## config.mk

```make
export PLATFORM = sky130hd
export DESIGN_NAME = color_ramp_interpolator_unit
export DESIGN_NICKNAME = d
export VERILOG_FILES = /design/src/rtl/cri_pkg.sv /design/src/rtl/cri_ctrl.sv /design/src/rtl/cri_dpath.sv /design/src/rtl/color_ramp_interpolator_unit.sv
export SDC_FILE = /design/constraint.sdc
export NUM_CORES = 2
export LEC_CHECK = 0
export ABC_AREA = 1
export BUFFER_PORTS_ARGS = -buffer_cell sky130_fd_sc_hd__buf_2
export CAP_MARGIN = 20
export CORE_UTILIZATION = 45
export CTS_CLUSTER_DIAMETER = 60
export DETAILED_ROUTE_END_ITERATION = 12
export PLACE_DENSITY = 0.58
export SLEW_MARGIN = 20
export SYNTH_ARGS = -nofsm -noshare
export SYNTH_HDL_FRONTEND = slang
export SYNTH_SLANG_ARGS = --single-unit
export TNS_END_PERCENT = 10
```

## constraint.sdc

```tcl
create_clock -name clk -period 15.3 [get_ports clk]
set_input_delay 1.53 -clock clk [delete_from_list [all_inputs] [get_ports clk]]
set_output_delay 1.53 -clock clk [all_outputs]
set_load 0.05 [all_outputs]
```

## src/rtl/cri_pkg.sv

```systemverilog
// Shared types and constants for the colour ramp interpolator.
// Transaction structs, operation codes, controller/datapath command and status.
// No dependencies.
package cri_pkg;

  localparam int MAX_KNOBS_DEF = 16;
  localparam int POS_W         = 17;
  localparam int CH_W          = 8;
  localparam int LVL_W         = 9;
  localparam int RGBA_W        = 4 * CH_W;
  localparam int NUM_W         = CH_W + POS_W;    // c * span fits here
  localparam int DVD_W         = NUM_W + 1;       // 2*num + span
  localparam int N_CHAN        = 4;
  localparam int DIV_STEPS     = CH_W;            // quotient never exceeds 255

  localparam logic [1:0] OP_CLEAR  = 2'd0;
  localparam logic [1:0] OP_APPEND = 2'd1;
  localparam logic [1:0] OP_QUERY  = 2'd2;

  typedef struct packed {
    logic [1:0]       operation;
    logic [POS_W-1:0] position;
    logic [CH_W-1:0]  knob_red;
    logic [CH_W-1:0]  knob_green;
    logic [CH_W-1:0]  knob_blue;
    logic [LVL_W-1:0] knob_level;
  } in_item_t;

  typedef struct packed {
    logic [CH_W-1:0] out_red;
    logic [CH_W-1:0] out_green;
    logic [CH_W-1:0] out_blue;
    logic [CH_W-1:0] out_alpha;
  } out_item_t;

  typedef enum logic [1:0] {
    EMIT_NONE,
    EMIT_ZERO,
    EMIT_KNOB,
    EMIT_BLEND
  } emit_sel_t;

  typedef struct packed {
    logic      clear;     // empty the table
    logic      append;    // store a knob if order and room allow
    logic      q_start;   // latch query position, rewind scan
    logic      advance;   // step scan address, keep previous knob
    logic      span;      // form span and distances of the bracketing pair
    logic      mul;       // form one channel's dividend
    logic [1:0] chan;     // channel for mul
    logic      div;       // one restoring divide step on all channels
    emit_sel_t emit;      // load result register
  } cmd_t;

  typedef struct packed {
    logic count_zero;     // table empty
    logic hit;            // scanned knob at or beyond target
    logic eq;             // scanned knob exactly at target
    logic idx_zero;       // scanned knob is the first one
  } sts_t;

endpackage

```

## src/rtl/cri_ctrl.sv

```systemverilog
// Controller for the colour ramp interpolator: sequences scan, multiply and divide.
// Depends on cri_pkg.
module cri_ctrl (
  input  logic          clk,
  input  logic          rst_n,
  input  logic          start,
  input  logic [1:0]    op,
  input  cri_pkg::sts_t sts,
  output logic          busy,
  output cri_pkg::cmd_t cmd
);

  typedef enum logic [2:0] {
    S_IDLE,
    S_PRIME,
    S_SCAN,
    S_SPAN,
    S_MUL,
    S_DIV,
    S_DONE
  } state_t;

  state_t     state_r, state_nxt;
  logic [2:0] cnt_r, cnt_nxt;
  logic       busy_r;
  logic       acc;

  assign acc  = start && !busy_r;
  assign busy = busy_r;

  always_comb begin
    state_nxt = state_r;
    cnt_nxt   = cnt_r;
    cmd       = '0;
    cmd.emit  = cri_pkg::EMIT_NONE;
    cmd.chan  = cnt_r[1:0];
    unique case (state_r)
      S_IDLE: begin
        if (acc) begin
          priority if (op == cri_pkg::OP_CLEAR) begin
            cmd.clear = 1'b1;
          end else if (op == cri_pkg::OP_APPEND) begin
            cmd.append = 1'b1;
          end else if (op == cri_pkg::OP_QUERY) begin
            if (sts.count_zero) begin
              cmd.emit = cri_pkg::EMIT_ZERO;
            end else begin
              cmd.q_start = 1'b1;
              state_nxt   = S_PRIME;
            end
          end else begin
            // unused code: drop
          end
        end
      end
      S_PRIME: begin
        cmd.advance = 1'b1;
        state_nxt   = S_SCAN;
      end
      S_SCAN: begin
        if (sts.hit) begin
          if (sts.idx_zero || sts.eq) begin
            cmd.emit  = cri_pkg::EMIT_KNOB;
            state_nxt = S_IDLE;
          end else begin
            state_nxt = S_SPAN;
          end
        end else begin
          cmd.advance = 1'b1;
        end
      end
      S_SPAN: begin
        cmd.span  = 1'b1;
        cnt_nxt   = '0;
        state_nxt = S_MUL;
      end
      S_MUL: begin
        cmd.mul = 1'b1;
        cnt_nxt = cnt_r + 3'd1;
        if (cnt_r[1:0] == 2'(cri_pkg::N_CHAN - 1)) begin
          cnt_nxt   = '0;
          state_nxt = S_DIV;
        end
      end
      S_DIV: begin
        cmd.div = 1'b1;
        cnt_nxt = cnt_r + 3'd1;
        if (cnt_r == 3'(cri_pkg::DIV_STEPS - 1)) begin
          state_nxt = S_DONE;
        end
      end
      S_DONE: begin
        cmd.emit  = cri_pkg::EMIT_BLEND;
        state_nxt = S_IDLE;
      end
      default: state_nxt = S_IDLE;
    endcase
  end

  always_ff @(posedge clk) begin
    if (!rst_n) begin
      state_r <= S_IDLE;
      cnt_r   <= '0;
      busy_r  <= 1'b0;
    end else begin
      state_r <= state_nxt;
      cnt_r   <= cnt_nxt;
      busy_r  <= (state_nxt != S_IDLE);
    end
  end

endmodule

```

## src/rtl/cri_dpath.sv

```systemverilog
// Datapath for the colour ramp interpolator: knob store, scan compare,
// per-channel multiply and four-lane restoring divider. Depends on cri_pkg.
module cri_dpath #(
  parameter int MAX_KNOBS = cri_pkg::MAX_KNOBS_DEF
) (
  input  logic                clk,
  input  logic                rst_n,
  input  cri_pkg::in_item_t   in_item,
  input  cri_pkg::cmd_t       cmd,
  output cri_pkg::sts_t       sts,
  output logic                out_valid,
  output cri_pkg::out_item_t  out_item
);

  localparam int IDXW = (MAX_KNOBS > 1) ? $clog2(MAX_KNOBS) : 1;
  localparam int CNTW = $clog2(MAX_KNOBS + 1);
  localparam int POS_W = cri_pkg::POS_W;
  localparam int CH_W  = cri_pkg::CH_W;
  localparam int NUM_W = cri_pkg::NUM_W;
  localparam int DVD_W = cri_pkg::DVD_W;
  localparam int NCH   = cri_pkg::N_CHAN;

  // knob store
  logic [POS_W-1:0]           pos_mem  [MAX_KNOBS];
  logic [cri_pkg::RGBA_W-1:0] rgba_mem [MAX_KNOBS];

  logic [CNTW-1:0]            count_r;
  logic [POS_W-1:0]           last_pos_r;
  logic                       app_ok;
  logic [cri_pkg::RGBA_W-1:0] new_rgba;
  logic [CH_W-1:0]            alpha;

  logic [IDXW-1:0]            addr_r, rd_idx_r;
  logic [POS_W-1:0]           rd_pos_r, prev_pos_r;
  logic [cri_pkg::RGBA_W-1:0] rd_rgba_r, prev_rgba_r;
  logic [POS_W-1:0]           x_r, t_r;

  logic [POS_W-1:0]           span_r, dist_r, rest_r;
  logic [DVD_W-1:0]           dsr_r;
  logic [DVD_W-1:0]           rem_r [NCH];
  logic [CH_W-1:0]            q_r   [NCH];

  logic [CH_W-1:0]            c0, c1;
  logic [NUM_W-1:0]           num;
  logic [DVD_W-1:0]           dvd;

  logic                       out_valid_r;
  cri_pkg::out_item_t         out_item_r;

  assign alpha    = in_item.knob_level[8] ? 8'hFF : in_item.knob_level[7:0];
  assign new_rgba = {in_item.knob_red, in_item.knob_green, in_item.knob_blue, alpha};
  assign app_ok   = (count_r < CNTW'(MAX_KNOBS)) &&
                    ((count_r == '0) || (in_item.position >= last_pos_r));

  always_ff @(posedge clk) begin
    if (cmd.append && app_ok) begin
      pos_mem[count_r[IDXW-1:0]]  <= in_item.position;
      rgba_mem[count_r[IDXW-1:0]] <= new_rgba;
      last_pos_r                  <= in_item.position;
    end
    // read the next knob; hold the pair once the scan stops
    if (cmd.advance) begin
      rd_pos_r  <= pos_mem[addr_r];
      rd_rgba_r <= rgba_mem[addr_r];
      rd_idx_r  <= addr_r;
    end
  end

  always_ff @(posedge clk) begin
    if (!rst_n) begin
      count_r <= '0;
    end else if (cmd.clear) begin
      count_r <= '0;
    end else if (cmd.append && app_ok) begin
      count_r <= count_r + 1'b1;
    end
  end

  // scan: the target is the query position clipped to the last knob
  always_ff @(posedge clk) begin
    if (cmd.q_start) begin
      x_r    <= in_item.position;
      t_r    <= (in_item.position < last_pos_r) ? in_item.position : last_pos_r;
      addr_r <= '0;
    end else if (cmd.advance) begin
      addr_r      <= addr_r + 1'b1;
      prev_pos_r  <= rd_pos_r;
      prev_rgba_r <= rd_rgba_r;
    end
  end

  assign sts.count_zero = (count_r == '0);
  assign sts.hit        = (rd_pos_r >= t_r);
  assign sts.eq         = (rd_pos_r == t_r);
  assign sts.idx_zero   = (rd_idx_r == '0);

  // channel select: red in the top byte, alpha in the bottom
  always_comb begin
    unique case (cmd.chan)
      2'd0: begin c0 = prev_rgba_r[31:24]; c1 = rd_rgba_r[31:24]; end
      2'd1: begin c0 = prev_rgba_r[23:16]; c1 = rd_rgba_r[23:16]; end
      2'd2: begin c0 = prev_rgba_r[15:8];  c1 = rd_rgba_r[15:8];  end
      default: begin c0 = prev_rgba_r[7:0]; c1 = rd_rgba_r[7:0];  end
    endcase
  end

  assign num = NUM_W'(c0) * rest_r + NUM_W'(c1) * dist_r;
  assign dvd = {num, 1'b0} + DVD_W'(span_r);

  always_ff @(posedge clk) begin
    if (cmd.span) begin
      span_r <= rd_pos_r - prev_pos_r;
      dist_r <= x_r - prev_pos_r;
      rest_r <= rd_pos_r - x_r;
      dsr_r  <= DVD_W'({rd_pos_r - prev_pos_r, 1'b0}) << (cri_pkg::DIV_STEPS - 1);
    end else if (cmd.div) begin
      dsr_r <= dsr_r >> 1;
    end
    if (cmd.mul) begin
      rem_r[cmd.chan] <= dvd;
    end else if (cmd.div) begin
      for (int i = 0; i < NCH; i++) begin
        if (rem_r[i] >= dsr_r) begin
          rem_r[i] <= rem_r[i] - dsr_r;
          q_r[i]   <= {q_r[i][CH_W-2:0], 1'b1};
        end else begin
          q_r[i]   <= {q_r[i][CH_W-2:0], 1'b0};
        end
      end
    end
  end

  // result register: one-cycle strobe
  always_ff @(posedge clk) begin
    if (!rst_n) begin
      out_valid_r <= 1'b0;
    end else begin
      out_valid_r <= (cmd.emit != cri_pkg::EMIT_NONE);
    end
    unique case (cmd.emit)
      cri_pkg::EMIT_ZERO:  out_item_r <= '0;
      cri_pkg::EMIT_KNOB:  out_item_r <= rd_rgba_r;
      cri_pkg::EMIT_BLEND: out_item_r <= {q_r[0], q_r[1], q_r[2], q_r[3]};
      default:             out_item_r <= out_item_r;
    endcase
  end

  assign out_valid = out_valid_r;
  assign out_item  = out_item_r;

endmodule

```

## src/rtl/color_ramp_interpolator_unit.sv

```systemverilog
// Top level of the colour ramp interpolator: knob table with linear colour blend.
// Instantiates cri_ctrl and cri_dpath; depends on cri_pkg.
//
// A transaction is taken when start is high and busy is low. Clear and append
// finish in the accepting cycle and leave busy low, so they may follow each
// other every cycle; an append that would overflow the table or go below the
// last stored position is dropped. Every query produces exactly one result,
// shown on out_item for one cycle with out_valid high; the receiver cannot
// stall it and must take it then. A query on an empty table answers in the
// cycle after acceptance with busy staying low. Any other query raises busy,
// and the knob table is scanned one knob a cycle from the first knob
// through its single read port, so a query that lands on a knob (or outside
// the table) shows its result in the first cycle with busy low again. A
// query between two knobs then forms the span, runs the per-channel multiply
// (one channel a cycle) and the restoring divide (one quotient bit a cycle on
// all four channels), and then loads the result. Entries are held in a small
// memory without reset; only entries below the knob count are read.
module color_ramp_interpolator_unit #(
  parameter int MAX_KNOBS = cri_pkg::MAX_KNOBS_DEF
) (
  input  logic               clk,
  input  logic               rst_n,
  input  logic               start,
  output logic               busy,
  input  cri_pkg::in_item_t  in_item,
  output logic               out_valid,
  output cri_pkg::out_item_t out_item
);

  cri_pkg::cmd_t cmd;
  cri_pkg::sts_t sts;

  // sequence the query: scan, span, multiply, divide, emit
  cri_ctrl u_ctrl (
    .clk   (clk),
    .rst_n (rst_n),
    .start (start),
    .op    (in_item.operation),
    .sts   (sts),
    .busy  (busy),
    .cmd   (cmd)
  );

  // hold the knobs and do the arithmetic
  cri_dpath #(
    .MAX_KNOBS (MAX_KNOBS)
  ) u_dpath (
    .clk       (clk),
    .rst_n     (rst_n),
    .in_item   (in_item),
    .cmd       (cmd),
    .sts       (sts),
    .out_valid (out_valid),
    .out_item  (out_item)
  );

endmodule

```

# Word level (Yosys, flattened, before mapping)
# Memory sizes are Yosys's and may differ from the RTL's. A register that Yosys moved wholly into a read port is not among the register bits.
# Cells that the tools add are included.
dict set report word_totals {
  ff_bits 229
  mem_bits_rw 920
  in_bits 55
  output_inout_bits 34
  elab_cells 171
  mem_count 4
}
dict set report op_classes {
  addsub 12
  mul 2
  n_lt_le_gt_ge 8
  n_eq_ne 16
  n_mux 83
  n_bitwise 6
  reduce_logical 19
}
# name depth width rd rd_clocked_by_memory_dff wr line_no
set memory_table {}
lappend memory_table {u_dpath.rgba_mem 16 32 1 1 1 cri_dpath.sv:25} ;# logic [cri_pkg::RGBA_W-1:0] rgba_mem [MAX_KNOBS];
lappend memory_table {u_dpath.pos_mem 16 17 1 1 1 cri_dpath.sv:24} ;# logic [POS_W-1:0] pos_mem [MAX_KNOBS];
lappend memory_table {u_dpath.rem_r 4 26 4 0 4 cri_dpath.sv:40} ;# logic [DVD_W-1:0] rem_r [NCH];
lappend memory_table {u_dpath.q_r 4 8 4 0 4 cri_dpath.sv:41} ;# logic [CH_W-1:0] q_r [NCH];
# op n
set op_table {}
lappend op_table {{>= comparator 26 x 25 -> 1 bit} 4}
lappend op_table {{subtractor 26 x 25 -> 26 bit} 4}
lappend op_table {{case mux 32 bit (3 select lines)} 1}
lappend op_table {{subtractor 17 bit} 3}
lappend op_table {{multiplier 8 x 17 -> 25 bit} 2}
lappend op_table {{2-to-1 mux 25 bit} 2}
lappend op_table {{case mux 8 bit (3 select lines)} 2}
lappend op_table {{2-to-1 mux 1 bit} 47}
lappend op_table {{2-to-1 mux 8 bit} 5}
lappend op_table {{>= comparator 17 bit} 2}
lappend op_table {{2-to-1 mux 3 bit} 11}
lappend op_table {{adder 26 x 17 -> 26 bit} 1}
lappend op_table {{2-to-1 mux 26 bit} 1}
lappend op_table {{OR reduction 26 bit} 1}
lappend op_table {{adder 25 bit} 1}
lappend op_table {{2-to-1 mux 2 bit} 9}
lappend op_table {{case mux 3 bit (6 select lines)} 1}
lappend op_table {{equality test 17 bit} 1}
lappend op_table {{< comparator 17 bit} 1}
lappend op_table {{2-to-1 mux 17 bit} 1}
lappend op_table {{equality test 3 bit, second input constant} 4}
lappend op_table {{equality test 2 bit, second input constant} 5}
lappend op_table {{case mux 3 bit (3 select lines)} 1}
lappend op_table {{nonzero test 3 bit} 3}
lappend op_table {{21 further kinds} 33}

# Depth between registers and ports, before layout
dict set report logic_depth {
  word_depth 10
  ltp_mapped 46
  depth_no_buf 43
}

# Hierarchy
# A second synthesis with hierarchy kept.
dict set report hier_totals {
  cells_unflattened 5933
  hier_area_um2 64886.0
}
# mod instances cells_per_inst area_per_inst_um2 seq_area_each_um2
set modules_own_cells {}
lappend modules_own_cells {cri_dpath 1 5855 64408.0 35574.1}
lappend modules_own_cells {cri_ctrl 1 78 478.0 140.1}

# Worst setup path after synthesis
# OpenSTA, ideal clock, no wires.
dict set report synth_path {
  kind {register to register}
  from {register u_ctrl.cnt_r[0]}
  to {memory u_dpath.rem_r[2][21] in the netlist's numbering (data pin)}
  setup_ns 0.252
  t_arrival_ns 7.404
  t_required_ns 15.048
  setup_slack_ns 7.644
  path_stages_with_launch 40
  n_path_buf 3
  synth_period_minus_slack_ns 7.656
  cell_sequence {dfxtp_1 -> inv_1 -> ha_1 -> clkbuf_1 -> clkbuf_1 -> a21oi_1 -> nand3_1 -> o21ai_0 -> inv_1 -> clkbuf_1 -> nand2_1 -> fa_1 -> inv_1 -> fa_1 -> fa_1 -> fa_1 -> fa_1 -> inv_1 -> [... 4 more ...] -> nor2_1 -> nand2_1 -> nand3_1 -> a21oi_1 -> xnor2_1 -> ha_1 -> nand2_1 -> nor2_1 -> inv_1 -> nor3_1 -> nand2_1 -> nand2_1 -> nand3_2 -> o21ai_0 -> nand3_2 -> o21a_4 -> nand2_1 -> nand2_1}
}
# element line_no
set synth_lines {}
lappend synth_lines {{start: declaration} cri_ctrl.sv:24} ;# logic [2:0] cnt_r, cnt_nxt;
lappend synth_lines {{start signal: assignment} cri_ctrl.sv:107} ;# cnt_r <= cnt_nxt;
lappend synth_lines {{end: declaration} cri_dpath.sv:40}

==> metrics.csv <==
stage;metric;value;unit
status;status;finished, final reports clean;
worst_hold_path;holdPathStages;0;
grt;grt_overflow_total;0;
clock_network;htreeDepth;4;
critical_path;critPathMaxFanout;20;
clock_network;cts_buffers;135;
route;drtPass1Iterations;6;
placed_design;gp_congestion;0.939;
logic_synthesis;ys_async_sr_fraction;0;
pwr;p_per_area;160;mW/mm^2
layout;drive_gt1_frac;0.0714;
floorplan;start_util;0.456;
route;num_vias;44800;
placed_design;dp_hpwl;124;mm
clock_network;postCtsSetupRepairBufs;0;
job;cap_violations;0;
route;postRouteAntennaNets;0;
placed_design;io_buffers;88;
timing;rsz0062_at_grt;no;
pwr;leakage;27.9;nW
timing;slew_violations;0;
layout;finalNonFillerCells;8073;
timing;min_period;9.77;ns
critical_path;crit_path_end_kind;flip-flop;
layout;layout_commonest_cell;nand2_1;
logic_synthesis;syn_avg_cell_area;10.6;sq um
logic_synthesis;ys_warn_count;0;
route;post-route-drc-count;0;
clock_network;cts_sinks;1198;
layout;syn_to_final_growth;11.0;%
logic_synthesis;synthCells;6007;
layout;stdcell_area;0.0708;sq mm
layout;num-nets-final;6647;
clock_network;root_buffer;clkbuf_16;
route;drt_iter0_drc;3871;
grt;antenna_found_initial;24;
timing;tns;0;ns
logic_synthesis;synth_enable_flop_cells;1172;
route;viasPerCell;5.55;
route;wl_per_cell;23.5;microns
critical_path;required;15.81;ns
pwr;max-vdd-ir-drop;356;uV
critical_path;r2r_slack;5.53;ns
clock_network;clk-insertion-delay-late;0.77;ns
timing;hold_violations;0;
critical_path;timing.rr.end;u_dpath.rem_r[1][24];
layout;fill_cells;12600;
logic_synthesis;synth.distinct_cells;59;
grt;grt_pass1_wl;280;mm
logic_synthesis;syn_nets;6574;
layout;layout_common_cells;1180 x nand2_1, 1172 x edfxtp_1, 710 x inv_1;
worst_hold_path;hp-class;reg2reg;
logic_synthesis;synth_ff_type;edfxtp_1;
timing;setup_viol;0;
critical_path;r2r.worst_path.cells;37;
critical_path;cp_common_cell;nand2_1;
timing;finalClockSkew;0.0400;ns
logic_synthesis;yosysSeqAreaShare;0.560;
critical_path;start_kind;flip-flop;
critical_path;crit_path_max_incr_delay;0.71;ns
floorplan;die_y;379;microns
critical_path;r2r-start;u_ctrl.cnt_r[0];
timing;relSlewSlack;0.233;
clock_network;cts_resized;0;
critical_path;critPathArrivalTime;10.28;ns
timing;layout_setup_ws;5.53;ns
clock_network;clockBufferDepth;3;
logic_synthesis;syn_area;0.0638;sq mm
floorplan;dieWidth;379;microns
timing;post-route-period-util;0.638;
worst_hold_path;min_from;u_dpath.q_r[1][12];
timing;worst_pin_slew;1.15;ns
grt;grt_usage;0.267;
floorplan;core;0.140;sq mm
placed_design;place_area;0.0664;sq mm
layout;final_util;0.505;
clock_network;cts_tree;done;
critical_path;critPathKind;reg2reg;
clock_network;cts.reportedPaths.clkPinSlew;0.06;ns
timing;fmax;102;MHz
logic_synthesis;ys_ff_latch;1198;
route;wirelength;190;mm
placed_design;dp.cells;7819;
floorplan;rows;137;
floorplan;ios;89;
worst_hold_path;min_to;u_dpath.q_r[1][13];
clock_network;ctsHoldBuffers;0;
critical_path;crit_path_top_delay_cell;ha_1;
grt;grt_pass1_vias;43600;
floorplan;dieArea;0.143;sq mm
grt;grt_max_degree;167;
placed_design;detailedPlace.worstSlack;5.62;ns
[flip-flops by register name, summed over array words and instances, names as in the netlist, 4 cells and up]
| name | count |
|---|---|
| u_dpath.span_r | 17 |
| u_dpath.x_r | 17 |
| u_dpath.rd_idx_r | 4 |
| u_dpath.q_r | 32 |
| u_dpath.prev_pos_r | 17 |
| u_dpath.rd_pos_r | 17 |
| u_dpath.rem_r | 104 |
| u_dpath.rest_r | 17 |
| u_dpath.prev_rgba_r | 32 |
| u_dpath.addr_r | 4 |
| u_dpath.dsr_r | 25 |
| u_dpath.dist_r | 17 |
| u_dpath.rd_rgba_r | 32 |
| u_dpath.t_r | 17 |
| u_dpath.out_item | 32 |
| u_dpath.pos_mem | 272 |
| u_dpath.count_r | 5 |
| u_dpath.rgba_mem | 512 |
| u_dpath.last_pos_r | 17 |
[worst max-delay path, delay by kind of cell (launching register included)]
family                     cells  cell delay (ns)
buffers and inverters          7             1.31
DFF                            1             0.52
adders and majority gates      9             4.31
and+or+nand+nor               17             2.77
xor gates and xnor gates       1             0.16
AOI/OAI and AO/OA              3             0.45
[area by class of cell]
cell class	instances	area [sq um]	area share
timing repair buffer	148	891	0.0126
antenna	6	15.0	0.000212
tap	1876	2350	0.0332
clock inverter	76	743	0.0105
sequential	1198	35700	0.505
multi-input combinational	3873	24700	0.349
inverter	724	2730	0.0385
clock buffer	172	3630	0.0513
[cell families after synthesis]
logic type,Yosys count,synth area share
AOI/OAI and AO/OA,1135,0.102
DFF,1198,0.560
xor gates and xnor gates,162,0.0222
adders and majority gates,512,0.127
and+or+nand+nor,2064,0.132
buffers and inverters,936,0.0563
[metal layers]
layer | share of wire | GRT usage | vias to the layer above
li1 | - | - | 20900
met1 | 0.43 | 0.358 | 22100
met2 | 0.47 | 0.433 | 1463
met3 | 0.070 | 0.0500 | 346
met4 | 0.031 | 0.0887 | 22
met5 | 0.00069 | 0 | -
[synthesized netlist by cell type, drive strengths merged (8+ instances only)]
cell    count  area share
nand4      80      0.0079
a21o       14      0.0016
xnor2      60      0.0082
o22ai      93      0.0091
nand3b     10      0.0012
a21boi     18      0.0021
nor2      521       0.031
a31oi      20      0.0022
o21bai      8     0.00094
inv       715       0.042
clkinv      9     0.00053
a221oi     65      0.0089
nor4        9      0.0011
clkbuf    169      0.0099
o21ai     471       0.038
a211oi     14      0.0016
dfxtp      26      0.0082
nor3       23      0.0018
nand2    1195       0.071
o221ai     39      0.0054
ha        282       0.055
fa        230       0.072
nand3     198       0.016
or2        18      0.0018
buf        43      0.0038
a21oi     370       0.029
xor2      102       0.014
edfxtp   1172        0.55
[report_power, final]
group          internal (mW)  switching (mW)
clock network           1.84            1.35
logic                   1.18            2.97
registers               3.88          0.0971
total                   6.90            4.42
[per-stage QoR]
step / hold WS, ns / power (mW)
after floorplan: 0.403 / 6.62
after global placement: 0.427 / 8.14
after detailed placement: 0.438 / 8.18
after CTS: 0.451 / 11.4
after global routing: 0.443 / 11.9
final: 0.452 / 11.3
[how the worst max path moves through the flow]
stage | to | from | cells past startpoint
finish | u_dpath.rem_r[1][24] | u_ctrl.cnt_r[0] | 37
global route | u_dpath.rem_r[2][25] | u_ctrl.cnt_r[0] | 38
CTS | u_dpath.rem_r[2][24] | u_ctrl.cnt_r[0] | 37
detailed placement | u_dpath.rem_r[2][24] | u_ctrl.cnt_r[0] | 37
global placement | u_dpath.rem_r[2][23] | u_ctrl.cnt_r[0] | 40
floorplan | u_dpath.rem_r[2][21] | u_ctrl.cnt_r[0] | 39
No activity file was read; power rests on OpenSTA's default activity.
